## src/futd_pkg.sv

```systemverilog
// ----------------------------------------------------------------------------
// futd_pkg
// Shared types and constants for the font Unicode table decoder.
// ----------------------------------------------------------------------------
package futd_pkg;

	localparam int DEF_INDEX_BITS = 16;

	localparam int BYTE_W    = 8;
	localparam int COUNT_W   = 16;
	localparam int GLYPH_W   = 17;
	localparam int CODE_W    = 31;
	localparam int LEFT_W    = 3;
	localparam int CFG_IDX_W = 2;

	// Configuration register indexes.
	localparam logic [CFG_IDX_W-1:0] REG_GLYPH_COUNT = 2'd0;
	localparam logic [CFG_IDX_W-1:0] REG_INDEX_BASE  = 2'd1;

	// Special byte values of the table.
	localparam logic [BYTE_W-1:0] BYTE_ENTRY_END = 8'hFF;
	localparam logic [BYTE_W-1:0] BYTE_TILDE_SRC = 8'hFE;
	localparam logic [BYTE_W-1:0] CODE_TILDE     = 8'h7E;
	localparam logic [BYTE_W-1:0] LEAD_MIN       = 8'hC0;
	localparam logic [1:0]        CONT_TAG       = 2'b10;

	typedef struct packed {
		logic [GLYPH_W-1:0] entry_number;
		logic [CODE_W-1:0]  partial_code;
		logic [LEFT_W-1:0]  bytes_left;
	} dec_state_t;

	typedef struct packed {
		logic [GLYPH_W-1:0] glyph_index;
		logic [CODE_W-1:0]  code_point;
	} result_t;

endpackage

```

## src/futd_step.sv

```systemverilog
// ----------------------------------------------------------------------------
// futd_step
// Decodes one table byte against the running state: next state and result.
// ----------------------------------------------------------------------------
module futd_step #(
	parameter int INDEX_BITS = futd_pkg::DEF_INDEX_BITS
) (
	input  futd_pkg::dec_state_t            state,
	input  logic [futd_pkg::BYTE_W-1:0]     in_byte,
	input  logic [futd_pkg::COUNT_W-1:0]    glyph_count,
	input  logic [futd_pkg::COUNT_W-1:0]    index_base,
	output futd_pkg::dec_state_t            state_next,
	output logic                            res_valid,
	output futd_pkg::result_t               res
);

	localparam int KeepBits = (INDEX_BITS + 1 < futd_pkg::GLYPH_W) ?
		INDEX_BITS + 1 : futd_pkg::GLYPH_W;
	localparam logic [futd_pkg::GLYPH_W-1:0] IdxMask =
		futd_pkg::GLYPH_W'((64'd1 << KeepBits) - 64'd1);

	logic                           active;
	logic [futd_pkg::GLYPH_W-1:0]   idx_sum;
	logic [futd_pkg::CODE_W-1:0]    shifted;
	logic [futd_pkg::LEFT_W-1:0]    left_dec;

	assign active   = state.entry_number < {1'b0, glyph_count};
	assign idx_sum  = futd_pkg::GLYPH_W'({1'b0, index_base} + state.entry_number);
	assign shifted  = {state.partial_code[futd_pkg::CODE_W-7:0], in_byte[5:0]};
	assign left_dec = state.bytes_left - futd_pkg::LEFT_W'(1);

	always_comb begin
		state_next      = state;
		res_valid       = 1'b0;
		res.glyph_index = idx_sum & IdxMask;
		res.code_point  = '0;
		if (active) begin
			if (state.bytes_left == '0) begin
				if (in_byte == futd_pkg::BYTE_ENTRY_END) begin
					state_next.entry_number = state.entry_number + futd_pkg::GLYPH_W'(1);
					state_next.partial_code = '0;
				end else if (in_byte < futd_pkg::LEAD_MIN) begin
					res_valid      = 1'b1;
					res.code_point = futd_pkg::CODE_W'(in_byte);
				end else if (in_byte == futd_pkg::BYTE_TILDE_SRC) begin
					res_valid      = 1'b1;
					res.code_point = futd_pkg::CODE_W'(futd_pkg::CODE_TILDE);
				end else begin
					// Lead byte: the run of leading ones sets the sequence length.
					case (in_byte) inside
						[8'hC0:8'hDF]: begin
							state_next.partial_code = futd_pkg::CODE_W'(in_byte[4:0]);
							state_next.bytes_left   = 3'd1;
						end
						[8'hE0:8'hEF]: begin
							state_next.partial_code = futd_pkg::CODE_W'(in_byte[3:0]);
							state_next.bytes_left   = 3'd2;
						end
						[8'hF0:8'hF7]: begin
							state_next.partial_code = futd_pkg::CODE_W'(in_byte[2:0]);
							state_next.bytes_left   = 3'd3;
						end
						[8'hF8:8'hFB]: begin
							state_next.partial_code = futd_pkg::CODE_W'(in_byte[1:0]);
							state_next.bytes_left   = 3'd4;
						end
						default: begin
							state_next.partial_code = futd_pkg::CODE_W'(in_byte[0]);
							state_next.bytes_left   = 3'd5;
						end
					endcase
				end
			end else if (in_byte == futd_pkg::BYTE_ENTRY_END ||
			             in_byte[7:6] != futd_pkg::CONT_TAG) begin
				// A broken sequence is dropped and closes the entry.
				state_next.entry_number = state.entry_number + futd_pkg::GLYPH_W'(1);
				state_next.partial_code = '0;
				state_next.bytes_left   = '0;
			end else begin
				state_next.bytes_left = left_dec;
				if (left_dec == '0) begin
					res_valid               = 1'b1;
					res.code_point          = shifted;
					state_next.partial_code = '0;
				end else begin
					state_next.partial_code = shifted;
				end
			end
		end
	end

endmodule

```

## src/futd_obuf.sv

```systemverilog
// ----------------------------------------------------------------------------
// futd_obuf
// Output register with a skid stage, so that stall is fully registered.
// ----------------------------------------------------------------------------
module futd_obuf (
	input  logic              clk,
	input  logic              arst_n,
	input  logic              load_valid,
	input  futd_pkg::result_t load_data,
	input  logic              out_stall,
	output logic              full,
	output logic              out_valid,
	output futd_pkg::result_t out_data
);

	logic              out_valid_q;
	futd_pkg::result_t out_data_q;
	logic              skid_valid_q;
	futd_pkg::result_t skid_data_q;
	logic              out_free;

	assign out_free  = !out_valid_q || !out_stall;
	assign full      = skid_valid_q;
	assign out_valid = out_valid_q;
	assign out_data  = out_data_q;

	always_ff @(posedge clk or negedge arst_n) begin
		if (!arst_n) begin
			out_valid_q  <= 1'b0;
			skid_valid_q <= 1'b0;
		end else if (out_free) begin
			if (skid_valid_q) begin
				out_valid_q  <= 1'b1;
				skid_valid_q <= 1'b0;
			end else begin
				out_valid_q  <= load_valid;
			end
		end else if (load_valid) begin
			skid_valid_q <= 1'b1;
		end
	end

	always_ff @(posedge clk) begin
		if (out_free) begin
			out_data_q <= skid_valid_q ? skid_data_q : load_data;
		end
		if (!out_free && load_valid) begin
			skid_data_q <= load_data;
		end
	end

endmodule

```

## src/font_unicode_table_decoder.sv

```systemverilog
// A result is registered in the output register, or in the skid stage while
// the output is stalled. Throughput: one byte per cycle while in_stall is low;
// the single decode stage and its state registers update on every accepted byte.
// in_stall rises only when both the output register and its skid stage hold
// results. Reset clears the decode state, the registers and both stages.
// ----------------------------------------------------------------------------
// font_unicode_table_decoder
// Decodes the UTF-8 runs of a bitmap font's Unicode table into
// (glyph index, code point) pairs.
// ----------------------------------------------------------------------------
module font_unicode_table_decoder #(
	parameter int INDEX_BITS = futd_pkg::DEF_INDEX_BITS
) (
	input  logic                              clk,
	input  logic                              arst_n,
	input  logic                              in_valid,
	output logic                              in_stall,
	input  logic [futd_pkg::BYTE_W-1:0]       in_byte,
	output logic                              out_valid,
	input  logic                              out_stall,
	output logic [futd_pkg::GLYPH_W-1:0]      glyph_index,
	output logic [futd_pkg::CODE_W-1:0]       code_point,
	input  logic                              cfg_valid,
	output logic                              cfg_ready,
	input  logic [futd_pkg::CFG_IDX_W-1:0]    cfg_index,
	input  logic [futd_pkg::COUNT_W-1:0]      cfg_data
);

	logic [futd_pkg::COUNT_W-1:0] glyph_count_q;
	logic [futd_pkg::COUNT_W-1:0] index_base_q;
	futd_pkg::dec_state_t         state_q;
	futd_pkg::dec_state_t         state_next;
	logic                         res_valid;
	futd_pkg::result_t            res;
	futd_pkg::result_t            out_data;
	logic                         accept;
	logic                         skid_full;

	assign cfg_ready = 1'b1;
	assign in_stall  = skid_full;
	assign accept    = in_valid && !skid_full;

	always_ff @(posedge clk or negedge arst_n) begin
		if (!arst_n) begin
			glyph_count_q <= '0;
			index_base_q  <= '0;
		end else if (cfg_valid && cfg_ready) begin
			case (cfg_index)
				futd_pkg::REG_GLYPH_COUNT: glyph_count_q <= cfg_data;
				futd_pkg::REG_INDEX_BASE:  index_base_q  <= cfg_data;
				default: ;
			endcase
		end
	end

	always_ff @(posedge clk or negedge arst_n) begin
		if (!arst_n) begin
			state_q <= '0;
		end else if (accept) begin
			state_q <= state_next;
		end
	end

	futd_step #(
		.INDEX_BITS(INDEX_BITS)
	) u_step (
		.state       (state_q),
		.in_byte     (in_byte),
		.glyph_count (glyph_count_q),
		.index_base  (index_base_q),
		.state_next  (state_next),
		.res_valid   (res_valid),
		.res         (res)
	);

	futd_obuf u_obuf (
		.clk        (clk),
		.arst_n     (arst_n),
		.load_valid (accept && res_valid),
		.load_data  (res),
		.out_stall  (out_stall),
		.full       (skid_full),
		.out_valid  (out_valid),
		.out_data   (out_data)
	);

	assign glyph_index = out_data.glyph_index;
	assign code_point  = out_data.code_point;

endmodule

```

## config.mk

```make
export PLATFORM = sky130hd
export DESIGN_NAME = font_unicode_table_decoder
export DESIGN_NICKNAME = d
export VERILOG_FILES = /design/src/futd_pkg.sv /design/src/futd_step.sv /design/src/futd_obuf.sv /design/src/font_unicode_table_decoder.sv
export SDC_FILE = /design/constraint.sdc
export NUM_CORES = 1
export LEC_CHECK = 0
export BUFFER_PORTS_ARGS = -buffer_cell sky130_fd_sc_hd__buf_4
export CAP_MARGIN = 20
export CELL_PAD_IN_SITES_DETAIL_PLACEMENT = 1
export CELL_PAD_IN_SITES_GLOBAL_PLACEMENT = 1
export CORE_ASPECT_RATIO = 1.75
export CORE_MARGIN = 2
export CORE_UTILIZATION = 50
export DETAILED_ROUTE_END_ITERATION = 12
export PLACE_DENSITY_LB_ADDON = 0.1
export SLEW_MARGIN = 20
export SYNTH_ARGS = -nofsm -noshare
export SYNTH_HDL_FRONTEND = slang
export SYNTH_SLANG_ARGS = --single-unit
```

## constraint.sdc

```tcl
create_clock -name clk -period 11.19 [get_ports clk]
set_input_delay 1.6785 -clock clk [delete_from_list [all_inputs] [get_ports clk]]
set_output_delay 1.6785 -clock clk [all_outputs]
set_load 0.01 [all_outputs]
```

==> summary.txt, run 1 <==
Route
  • Post-Route WL: 20,200 µm
  • Final ANT Viol Nets: 0
  • Vias per Instance: about 5.6
  • DR iter-0 viols: roughly 260
  • WL/cell: 19.8 µm
  • Via Count: about 5,800
  • TritonRoute pass-1 iters: 4
  • Drt drc: 0

Worst setup path
  • Crit. Startpoint: in_byte[6]
  • Reg2Reg Setup Slack: 7200 ps
  • RR Startpoint: state_q[49]
  • Worst-path maximum fanout: 37
  • Critical path class: primary input to flip-flop
  • CP Data Required Time: 11,260 ps
  • Reg-to-Reg End: u_obuf.skid_data_q[30]
  • CP Data Arrival Time: 4170 ps
  • CP Capture Type: flip-flop
  • Reg2Reg Depth: 9
  • Worst Setup EP: u_obuf.skid_data_q[30]
  • CP Launch Type: primary input

Placement
  • Count of buffers from port buffering: 80
  • Placed Instances: 988
  • Pre-CTS setup slack: 6500 ps
  • Routability-driven placement congestion ratio: 0.891
  • Final HPWL DP: 14,600 µm

GRT
  • Vias in the first global route: 6,290
  • Largest net degree at the start of global routing: 80
  • First-pass GRT wire length: 32,500 µm
  • Total Routing Usage GR: 0.240
  • Total congestion overflow: 0
  • Antenna violations before repair: 0

Cells and area
  • Share of cells above drive strength 1: 0.235
  • Nets: 850
  • Non-filler cells, final: 1,020
  • Area grow syn2layout: 17.0%
  • Diodes inserted: 0
  • Fillers: 1,766

STA
  • Tightest Pin Transition: roughly 1000 ps
  • Final min period: 4100 ps
  • Worst Skew: 12.6 ps
  • Max-slew headroom: 0.325
  • Setup slack after layout: 7090 ps
  • Fin crit share: 0.366
  • Final-report max-slew violation count: 0
  • Fmax: 0.244 GHz
  • Final Hold Fails: 0
  • RSZ-0062 raised after global routing: false
  • Setup TNS Final: 0 ps
  • Final setup viols: 0

Flow run
  • Max-cap violations: 0

Floorplan
  • Std cell rows: 62
  • Die area: about 18,000 µm²
  • Die Wd: between 100 and 150 µm
  • I/O Pins: 82
  • Core area: around 16,000 µm²
  • Overall die height: 176 µm
  • Initial Utilization: 0.512

CTS
  • H-tree Lvls: 4
  • Post-CTS setup buffer count: 0
  • CTS max path bufs: 2
  • Root Driver: clkbuf_16
  • TritonCTS clock tree: yes
  • Clock sinks: 175
  • Post-CTS Resized: 0
  • Clock Latency Late Sink: around 430 ps
  • CTS buffer count: 17
  • CTS Hold Buffers Added: 0
  • Clock transition at path regs: roughly 70 ps

Power and ir drop
  • Pwr/cell area: 219 nW/µm²
  • VDD IR max: around 0.10 mV
  • Leakage power: 0.00429 µW

Logic synthesis
  • Mean Syn Cell Area: approximately 12 µm²
  • Post-Syn Nets: 772
  • Synthesized flop and latch total: 175
  • Number of unique standard cell types used by synthesis: 56
  • Sequential area share after synthesis: 0.577
  • Mapped Area: 8430 µm²
  • Syn Inst Count: 705
  • Post-synth EDFFs: 96
  • Ys flop type: edfxtp_1
  • Async S/R FF share, synth: 0.451
  • Yosys warns: 0

Run status
  • Status: finished clean

Worst hold path
  • Worst hold path type: flip-flop to flip-flop
[state kept, by name, summed over array words and instances (netlist names)]
register and cells:
glyph_count_q 16, index_base_q 16, state_q 45, u_obuf.full 1, u_obuf.out_data 48, u_obuf.out_valid 1, u_obuf.skid_data_q 48
[synthesized netlist by cell type, drive strengths merged, types with 3 or more instances]
master  instances  area [µm²]
or2             4        25.0
a31oi           6        37.5
buf             8        47.5
nor4b           4        35.0
a21oi          21         105
a211oi          3        22.5
o31ai          13         103
edfxtp         96        2880
mux2           57         642
dfrtp          79        1980
ha             35         438
nor3           34         181
o21ai          33         169
nand4           8        50.1
nor2b           4        25.0
and3           12        75.1
o21a            3        22.5
nand2          70         263
clkbuf         20        75.1
a21o            7        52.6
nor4            5        37.5
nand3          17        85.1
inv            50         188
xor2           17         149
mux2i          27         270
xnor2          11        96.3
nand2b          5        31.3
nor2           30         113
[stage by stage]
| step | util | total power, µW | hold WS (ps) | instance area [µm²] |
|---|---|---|---|---|
| global placement | 0.563 | 1550 | 506 | 9250 |
| floorplan | - | 1320 | 480 | 8430 |
| detailed placement | 0.563 | 1580 | 510 | 9250 |
| global route | 0.600 | 2270 | 544 | 9860 |
| finish | 0.600 | 2160 | 525 | 9860 |
| CTS | 0.599 | 2180 | 530 | 9850 |
[cell type report]
cell class	count	area (µm²)	area share
multi-input cells	452	3270	0.332
flip-flops and latches	175	4860	0.493
well taps	224	280	0.0284
inverters	50	188	0.0190
repair buffers	87	657	0.0666
clock inverters	15	175	0.0178
clock buffers	17	425	0.0431
[layer usage]
metal / GRT usage / wire length (µm)
met3: 0.0390 / 508
met2: 0.453 / 11700
met1: 0.252 / 7250
met4: 0.107 / 728
met5: 0 / 0
[placed cells by master, fill, tap and decap left out, types with 7 or more instances in the layout]
cell / Yosys / routed
mux2i_1: 27 / 27
inv_1: 50 / 50
nor2_1: 30 / 30
nor3_1: 33 / 32
edfxtp_1: 96 / 96
dfrtp_1: 79 / 78
xnor2_1: 11 / 11
nand4_1: 8 / 8
buf_4: 3 / 86
ha_1: 35 / 35
a21oi_1: 21 / 21
nand3_1: 17 / 17
o31ai_1: 12 / 12
and3_1: 12 / 12
a21o_1: 7 / 7
o21ai_0: 31 / 31
xor2_1: 17 / 17
mux2_2: 54 / 54
clkbuf_16: 0 / 17
nand2_1: 70 / 69
[worst min path at each step]
stage | startpoint | end | cells after the start
2_1_floorplan | state_q[3] | state_q[3] | 1
3_3_place_gp | state_q[26] | state_q[26] | 2
3_5_place_dp | index_base_q[0] | index_base_q[0] | 1
4_1_cts | index_base_q[0] | index_base_q[0] | 1
5_1_grt | index_base_q[0] | index_base_q[0] | 1
6_report | index_base_q[15] | index_base_q[15] | 1
[critical path, stage by stage]
cell and delay (ps):
buf_4 140, nor2b_1 480, and3_1 280, o21bai_2 230, nor3_2 770, buf_4 560
[power by group]
| part | switching, µW | internal, µW |
|---|---|---|
| Combinational | 370 | 276 |
| Clock | 274 | 319 |
| Sequential | 73.9 | 843 |
| Total | 718 | 1440 |
[cell families (layout without fill, tap and decap cells)]
| group | after synthesis | after routing | synth area share |
|---|---|---|---|
| other | 1 | 1 | 0.000445 |
| xor gates and xnor gates | 28 | 28 | 0.0291 |
| DFF | 175 | 175 | 0.577 |
| muxes | 84 | 84 | 0.108 |
| buffers and inverters | 78 | 169 | 0.0368 |
| AOI/OAI and AO/OA | 102 | 102 | 0.0772 |
| and+or+nand+nor | 201 | 201 | 0.117 |
| adders and majority gates | 36 | 36 | 0.0543 |
Note: power is estimated with default switching activity, not from simulation.
==> inputs of run 2 (changes only) <==
--- a/config.mk
+++ b/config.mk
@@ -5,13 +5,14 @@
 export SDC_FILE = /design/constraint.sdc
 export NUM_CORES = 1
 export LEC_CHECK = 0
+export ABC_AREA = 1
 export BUFFER_PORTS_ARGS = -buffer_cell sky130_fd_sc_hd__buf_4
 export CAP_MARGIN = 20
 export CELL_PAD_IN_SITES_DETAIL_PLACEMENT = 1
 export CELL_PAD_IN_SITES_GLOBAL_PLACEMENT = 1
 export CORE_ASPECT_RATIO = 1.75
 export CORE_MARGIN = 2
-export CORE_UTILIZATION = 50
+export CORE_UTILIZATION = 41
 export DETAILED_ROUTE_END_ITERATION = 12
 export PLACE_DENSITY_LB_ADDON = 0.1
 export SLEW_MARGIN = 20
==> constraint.sdc (replaced) <==
create_clock -name clk -period 3.3 [get_ports clk]
set_input_delay 0.495 -clock clk [delete_from_list [all_inputs] [get_ports clk]]
set_output_delay 0.495 -clock clk [all_outputs]
set_load 0.01 [all_outputs]
==> summary.txt, run 2 <==
Run status
  • Status: finished clean (unchanged)

Logic synthesis
  • Sequential area share after synthesis: 0.538 (was 0.577)
  • Synthesized flop and latch total: 175 (unchanged)
  • Most instantiated cells after synthesis: nand2_1 (392), inv_1 (114), edfxtp_1 (96) (was edfxtp_1 (96), dfrtp_1 (79), nand2_1 (70))
  • Post-Syn Nets: 1,130 (was 772)
  • Most common cell in the netlist: nand2_1 (was edfxtp_1)
  • Yosys warns: 0 (unchanged)
  • Number of unique standard cell types used by synthesis: 33 (was 56)
  • Ys flop type: edfxtp_1 (unchanged)
  • Main area contributors after synthesis: edfxtp_1 (32%), dfrtp_1 (22%), nand2_1 (16%) (was edfxtp_1 (34%), dfrtp_1 (23%), mux2_2 (7.2%))
  • Async S/R FF share, synth: 0.451 (unchanged)
  • Syn Inst Count: 1,063 (was 705)
  • Post-synth top area cell: edfxtp_1 (unchanged)
  • Yosys top cell area share: 0.319 (was 0.342)
  • Mean Syn Cell Area: 8.49 µm² (was 12.0 µm²)
  • Mapped Area: 9030 µm² (was 8430 µm²)
  • Post-synth EDFFs: 96 (unchanged)

Floorplan
  • Die area: 23,300 µm² (was 18,000 µm²)
  • Std cell rows: 71 (was 62)
  • Core area: 21,600 µm² (was 16,400 µm²)
  • Die Wd: 116 µm (was 102 µm)
  • Overall die height: 200 µm (was 176 µm)
  • I/O Pins: 82 (unchanged)
  • Initial Utilization: 0.418 (was 0.512)

GRT
  • Total Routing Usage GR: 0.210 (was 0.240)
  • Antenna violations before repair: 0 (unchanged)
  • Total congestion overflow: 0 (unchanged)
  • Largest net degree at the start of global routing: 61 (was 80)
  • First-pass GRT wire length: 37,700 µm (was 32,500 µm)
  • Vias in the first global route: 7,543 (was 6,290)

STA
  • Max-slew headroom: 0.353 (was 0.325)
  • Fmax: 0.370 GHz
  • Fin crit share: 0.820
  • Final min period: 2710 ps
  • Tightest Pin Transition: 969 ps (was 1010 ps)
  • Setup TNS Final: 0 ps (unchanged)
  • Final Hold Fails: 0 (unchanged)
  • Worst Skew: 9.98 ps (was 12.6 ps)
  • Final setup viols: 0 (unchanged)
  • Final-report max-slew violation count: 0 (unchanged)
  • Setup slack after layout: 594 ps (was 7090 ps)
  • RSZ-0062 raised after global routing: false (unchanged)
  • Final hold slack: 143 ps (was 525 ps)

Route
  • Via Count: 7,089 (was 5,758)
  • Post-Route WL: 22,800 µm (was 20,200 µm)
  • Vias per Instance: 4.91 (was 5.65)
  • DR iter-0 viols: 271 (was 255)
  • WL/cell: 15.8 µm (was 19.8 µm)
  • Final ANT Viol Nets: 0 (unchanged)
  • Drt drc: 0 (unchanged)
  • TritonRoute pass-1 iters: 4 (unchanged)

Worst setup path
  • Worst-path maximum fanout: 26 (was 37)
  • CP Launch Type: flip-flop (was primary input)
  • CP Data Required Time: 3440 ps (was 11,260 ps)
  • CP Capture Type: flip-flop (unchanged)
  • Critical path class: flip-flop to flip-flop (was primary input to flip-flop)
  • CP Data Arrival Time: 2840 ps (was 4170 ps)
  • Reg2Reg Depth: 13 (was 9)

CTS
  • Clock sinks: 175 (unchanged)
  • CTS buffer count: 17 (unchanged)
  • H-tree Lvls: 4 (unchanged)
  • Clock transition at path regs: 70 ps (about the same)
  • TritonCTS clock tree: yes (unchanged)
  • Post-CTS Resized: 0 (unchanged)
  • CTS Hold Buffers Added: 0 (unchanged)
  • Clock Latency Late Sink: 440 ps (was 430 ps)
  • CTS max path bufs: 2 (unchanged)
  • Post-CTS setup buffer count: 0 (unchanged)
  • Root Driver: clkbuf_16 (unchanged)

Flow run
  • Max-cap violations: 0 (unchanged)

Placement
  • Count of buffers from port buffering: 80 (unchanged)
  • Pre-CTS setup slack: 577 ps (was 6500 ps)
  • Routability-driven placement congestion ratio: 0.897 (was 0.891)
  • Final HPWL DP: 17,300 µm (was 14,600 µm)

Cells and area
  • Nets: 1,207 (was 850)
  • Most common cell after layout, fill and taps aside: nand2_1 (was edfxtp_1)
  • Multi-input logic area: 3560 µm² (was 3270 µm²)
  • Area grow syn2layout: 17.2% (was 17.0%)
  • Share of cells above drive strength 1: 0.122 (was 0.235)
  • Fillers: 2,598 (was 1,766)
  • Sequential Area: 4860 µm² (about the same)
  • Most frequent cells in the layout: nand2_1 (391), inv_1 (114), edfxtp_1 (96), buf_4 (92), nor2_1 (85) (was edfxtp_1 (96), buf_4 (86), dfrtp_1 (78), nand2_1 (69), mux2_2 (54))
  • Diodes inserted: 0 (unchanged)

Power and ir drop
  • VDD IR max: 0.254 mV (was 0.104 mV)
  • Total power: 5050 µW (was 2160 µW)
  • Pwr/cell area: 478 nW/µm² (was 219 nW/µm²)
  • Leakage power: 0.00508 µW (was 0.00429 µW)

Worst hold path
  • Worst hold path type: primary input to async pin (was flip-flop to flip-flop)
run 2: layer usage:
metal	vias up	share of wire	GRT usage
met5	-	0	0
met3	52	0.022	0.0318
met2	122	0.56	0.400
li1	3542	-	-
met4	0	0.035	0.0952
met1	3373	0.38	0.219
run 2: path summary, 6_finish.rpt:
check,slack [ps],to,from
worst max-delay path,590,u_obuf.skid_data_q[22],state_q[46]
worst min-delay path,140,state_q[36],arst_n
worst max register to register,590,u_obuf.skid_data_q[22],state_q[46]
worst min register to register,470,state_q[5],state_q[5]
max in group asynchronous,2450,state_q[25],arst_n
min in group clk,330,glyph_count_q[10],cfg_data[10]
run 2: metrics by stage:
stage               area, µm²   util  instances
global placement         9950  0.461       1413
CTS                     10600  0.490       1445
global route            10600  0.490       1445
finish                  10600  0.490       1445
floorplan                9030      -       1063
detailed placement       9950  0.461       1413
run 2: final cells by class:
type                    count  area share
multi-input cells         736       0.336
flip-flops and latches    175       0.459
repair buffers             94      0.0691
clock inverters            12      0.0171
inverters                 116      0.0412
well taps                 292      0.0345
clock buffers              20      0.0422
run 2: cell families after synthesis:
group           synth area share
other cells             0.000415
compound gates            0.0395
fa+ha+maj                 0.0507
flops                      0.538
buf+inv                   0.0683
simple gates               0.281
xor+xnor                  0.0213
run 2: power breakdown:
| part | switching [µW] | internal, µW |
|---|---|---|
| logic | 256 | 174 |
| registers | 51.4 | 2400 |
| clock network | 877 | 1290 |
run 2: worst max-delay path: stages (launching register included):
cell	delay, ps
dfrtp_1	470
ha_1	330
nand2_1	90
inv_1	40
nand2_1	60
nand2_1	50
nand2_1	50
nand2_1	110
nor2_4	190
nand2_4	90
nor2_4	200
nand2_1	150
nor2_4	320
buf_12	240
==> inputs of run 3 (changes only) <==
--- a/config.mk
+++ b/config.mk
@@ -12,7 +12,7 @@
 export CELL_PAD_IN_SITES_GLOBAL_PLACEMENT = 1
 export CORE_ASPECT_RATIO = 1.75
 export CORE_MARGIN = 2
-export CORE_UTILIZATION = 41
+export CORE_UTILIZATION = 45
 export DETAILED_ROUTE_END_ITERATION = 12
 export PLACE_DENSITY_LB_ADDON = 0.1
 export SLEW_MARGIN = 20
==> constraint.sdc (replaced) <==
create_clock -name clk -period 2.75 [get_ports clk]
set_input_delay 0.4125 -clock clk [delete_from_list [all_inputs] [get_ports clk]]
set_output_delay 0.4125 -clock clk [all_outputs]
set_load 0.01 [all_outputs]
==> summary.txt, run 3 (synthesis gave the netlist of run 2 again) <==
Worst hold path
  • HP Start: cfg_data[7]
  • Worst hold path type: primary input to flip-flop (was primary input to async pin)
  • Min-Delay Path Depth: 3
  • Worst Hold Path EP: glyph_count_q[7]

Worst setup path
  • Critical path class: flip-flop to flip-flop (unchanged)
  • Worst-path maximum fanout: 23 (was 26)
  • Reg2Reg Setup Slack: 330 ps (was 590 ps)
  • Reg-to-Reg End: u_obuf.skid_data_q[30] (was u_obuf.skid_data_q[22])
  • CP Capture Type: flip-flop (unchanged)
  • CP Data Required Time: 2890 ps (was 3440 ps)
  • Reg2Reg Depth: 13 (unchanged)
  • RR Startpoint: state_q[36] (was state_q[46])
  • CP Data Arrival Time: 2560 ps (was 2840 ps)
  • CP Launch Type: flip-flop (unchanged)

Placement
  • Pre-CTS setup slack: 333 ps (was 577 ps)
  • Count of buffers from port buffering: 80 (unchanged)
  • Cell Area, Placed: 9940 µm² (was 9950 µm²)
  • Routability-driven placement congestion ratio: 0.838 (was 0.897)
  • Placed Instances: 1,369 (was 1,413)
  • Final HPWL DP: 16,800 µm (was 17,300 µm)

Power and ir drop
  • VDD IR max: 0.462 mV (was 0.254 mV)
  • Leakage power: 0.00512 µW (was 0.00508 µW)
  • Pwr/cell area: 576 nW/µm² (was 478 nW/µm²)
  • Total power: 6090 µW (was 5050 µW)

STA
  • Final setup viols: 0 (unchanged)
  • Setup TNS Final: 0 ps (unchanged)
  • Setup slack after layout: 331 ps (was 594 ps)
  • Tightest Pin Transition: 953 ps (was 969 ps)
  • Final Hold Fails: 0 (unchanged)
  • Final-report max-slew violation count: 0 (unchanged)
  • Worst Skew: 10.2 ps (was 9.98 ps)
  • Final min period: 2420 ps (was 2710 ps)
  • Fmax: 0.413 GHz (was 0.370 GHz)
  • RSZ-0062 raised after global routing: false (unchanged)
  • Fin crit share: 0.879 (was 0.820)
  • Max-slew headroom: 0.363 (was 0.353)

Flow run
  • Max-cap violations: 0 (unchanged)

Route
  • Drt drc: 0 (unchanged)
  • DR iter-0 viols: 252 (was 271)
  • Post-Route WL: 22,900 µm (was 22,800 µm)
  • TritonRoute pass-1 iters: 6 (was 4)
  • WL/cell: 16.3 µm (was 15.8 µm)
  • Via Count: 7,167 (was 7,089)
  • Final ANT Viol Nets: 0 (unchanged)
  • Vias per Instance: 5.11 (was 4.91)

Floorplan
  • I/O Pins: 82 (unchanged)
  • Initial Utilization: 0.457 (was 0.418)
  • Overall die height: 191 µm (was 200 µm)
  • Core area: 19,700 µm² (was 21,600 µm²)
  • Std cell rows: 68 (was 71)
  • Die Wd: 111 µm (was 116 µm)
  • Die area: 21,300 µm² (was 23,300 µm²)

CTS
  • Root Driver: clkbuf_16 (unchanged)
  • CTS buffer count: 17 (unchanged)
  • Post-CTS setup buffer count: 0 (unchanged)
  • Clock transition at path regs: 70 ps (about the same)
  • TritonCTS clock tree: yes (unchanged)
  • CTS max path bufs: 2 (unchanged)
  • H-tree Lvls: 4 (unchanged)
  • Clock sinks: 175 (unchanged)
  • Clock Latency Late Sink: 440 ps (about the same)

GRT
  • Vias in the first global route: 7,755 (was 7,543)
  • GRT Max-Usage Layer: met2 (unchanged)
  • Met2 Use GR: 0.458 (was 0.400)
  • Met3 global-route usage: 0.0336 (was 0.0318)
  • Total congestion overflow: 0 (unchanged)
  • Met1 Resource Use GR: 0.223 (was 0.219)
  • First-pass GRT wire length: 37,700 µm (about the same)
  • Largest net degree at the start of global routing: 52 (was 61)
  • Antenna violations before repair: 0 (unchanged)
  • Total Routing Usage GR: 0.225 (was 0.210)

Cells and area
  • Share of cells above drive strength 1: 0.126 (was 0.122)
  • Most frequent cells in the layout: nand2_1 (391), inv_1 (114), edfxtp_1 (96), buf_4 (93), nor2_1 (85) (was nand2_1 (391), inv_1 (114), edfxtp_1 (96), buf_4 (92), nor2_1 (85))
  • Area grow syn2layout: 17.2% (about the same)
  • Fin area: 10,600 µm² (about the same)
  • Diodes inserted: 0 (unchanged)
  • Non-filler cells, final: 1,402 (was 1,445)
  • Nets: 1,211 (was 1,207)
  • Fillers: 2,395 (was 2,598)
  • Most common cell after layout, fill and taps aside: nand2_1 (unchanged)

Run status
  • Status: finished clean (unchanged)
[run 3: final cells by class]
class	count	area, µm²	share of cell area
Inverter	116	435	0.0411
Clock buffer	18	439	0.0415
Multi-Input combinational cell	736	3560	0.336
Tap cell	245	307	0.0290
Sequential cell	175	4860	0.459
Timing Repair Buffer	98	788	0.0745
Clock inverter	14	194	0.0183
[run 3: worst max-delay path by stage]
stage                 from                endpoint  cells past startpoint
6_report       state_q[36]  u_obuf.skid_data_q[30]                     13
5_1_grt        state_q[36]  u_obuf.skid_data_q[28]                     13
4_1_cts        state_q[36]  u_obuf.skid_data_q[47]                     13
3_5_place_dp   state_q[38]  u_obuf.skid_data_q[32]                     13
3_3_place_gp   state_q[36]  u_obuf.skid_data_q[28]                     13
2_1_floorplan  state_q[46]   u_obuf.skid_data_q[0]                     12
[run 3: through the flow]
stage / hold WS, ps / utilization
2_1_floorplan: 117 / -
3_3_place_gp: 423 / 0.504
3_5_place_dp: 424 / 0.504
4_1_cts: 233 / 0.536
5_1_grt: 254 / 0.536
6_report: 240 / 0.536
[run 3: what timing repair did]
action                                  CTS  global route
hold endpoints to repair                 34             0
resized for setup                         0             0
hold buffers                              1             0
endpoints found under the setup margin    0             0
[run 3: metal layers]
metal | routed length (µm) | part of all wire
met1 | 8480 | 0.37
met2 | 13100 | 0.57
met3 | 552 | 0.024
met4 | 690 | 0.030
met5 | 0 | 0
[run 3: power breakdown]
| group | switching, µW | leakage (µW) | internal (µW) |
|---|---|---|---|
| clock | 1140 | 0.000306 | 1490 |
| combinational | 307 | 0.00283 | 210 |
| sequential | 65.1 | 0.00199 | 2880 |
| total | 1510 | 0.00512 | 4590 |
[run 3: worst max-delay path, cell delays in order (launching register included)]
cell and delay [ps]:
dfrtp_1 470, ha_1 330, nand2_1 60, nand2_1 40, nand2_1 50, nand2_1 60, nand2_1 60, nand2_1 90
nand2_1 230, nand2_4 100, nor2_4 100, nand2_1 110, nor2_4 200, buf_12 220
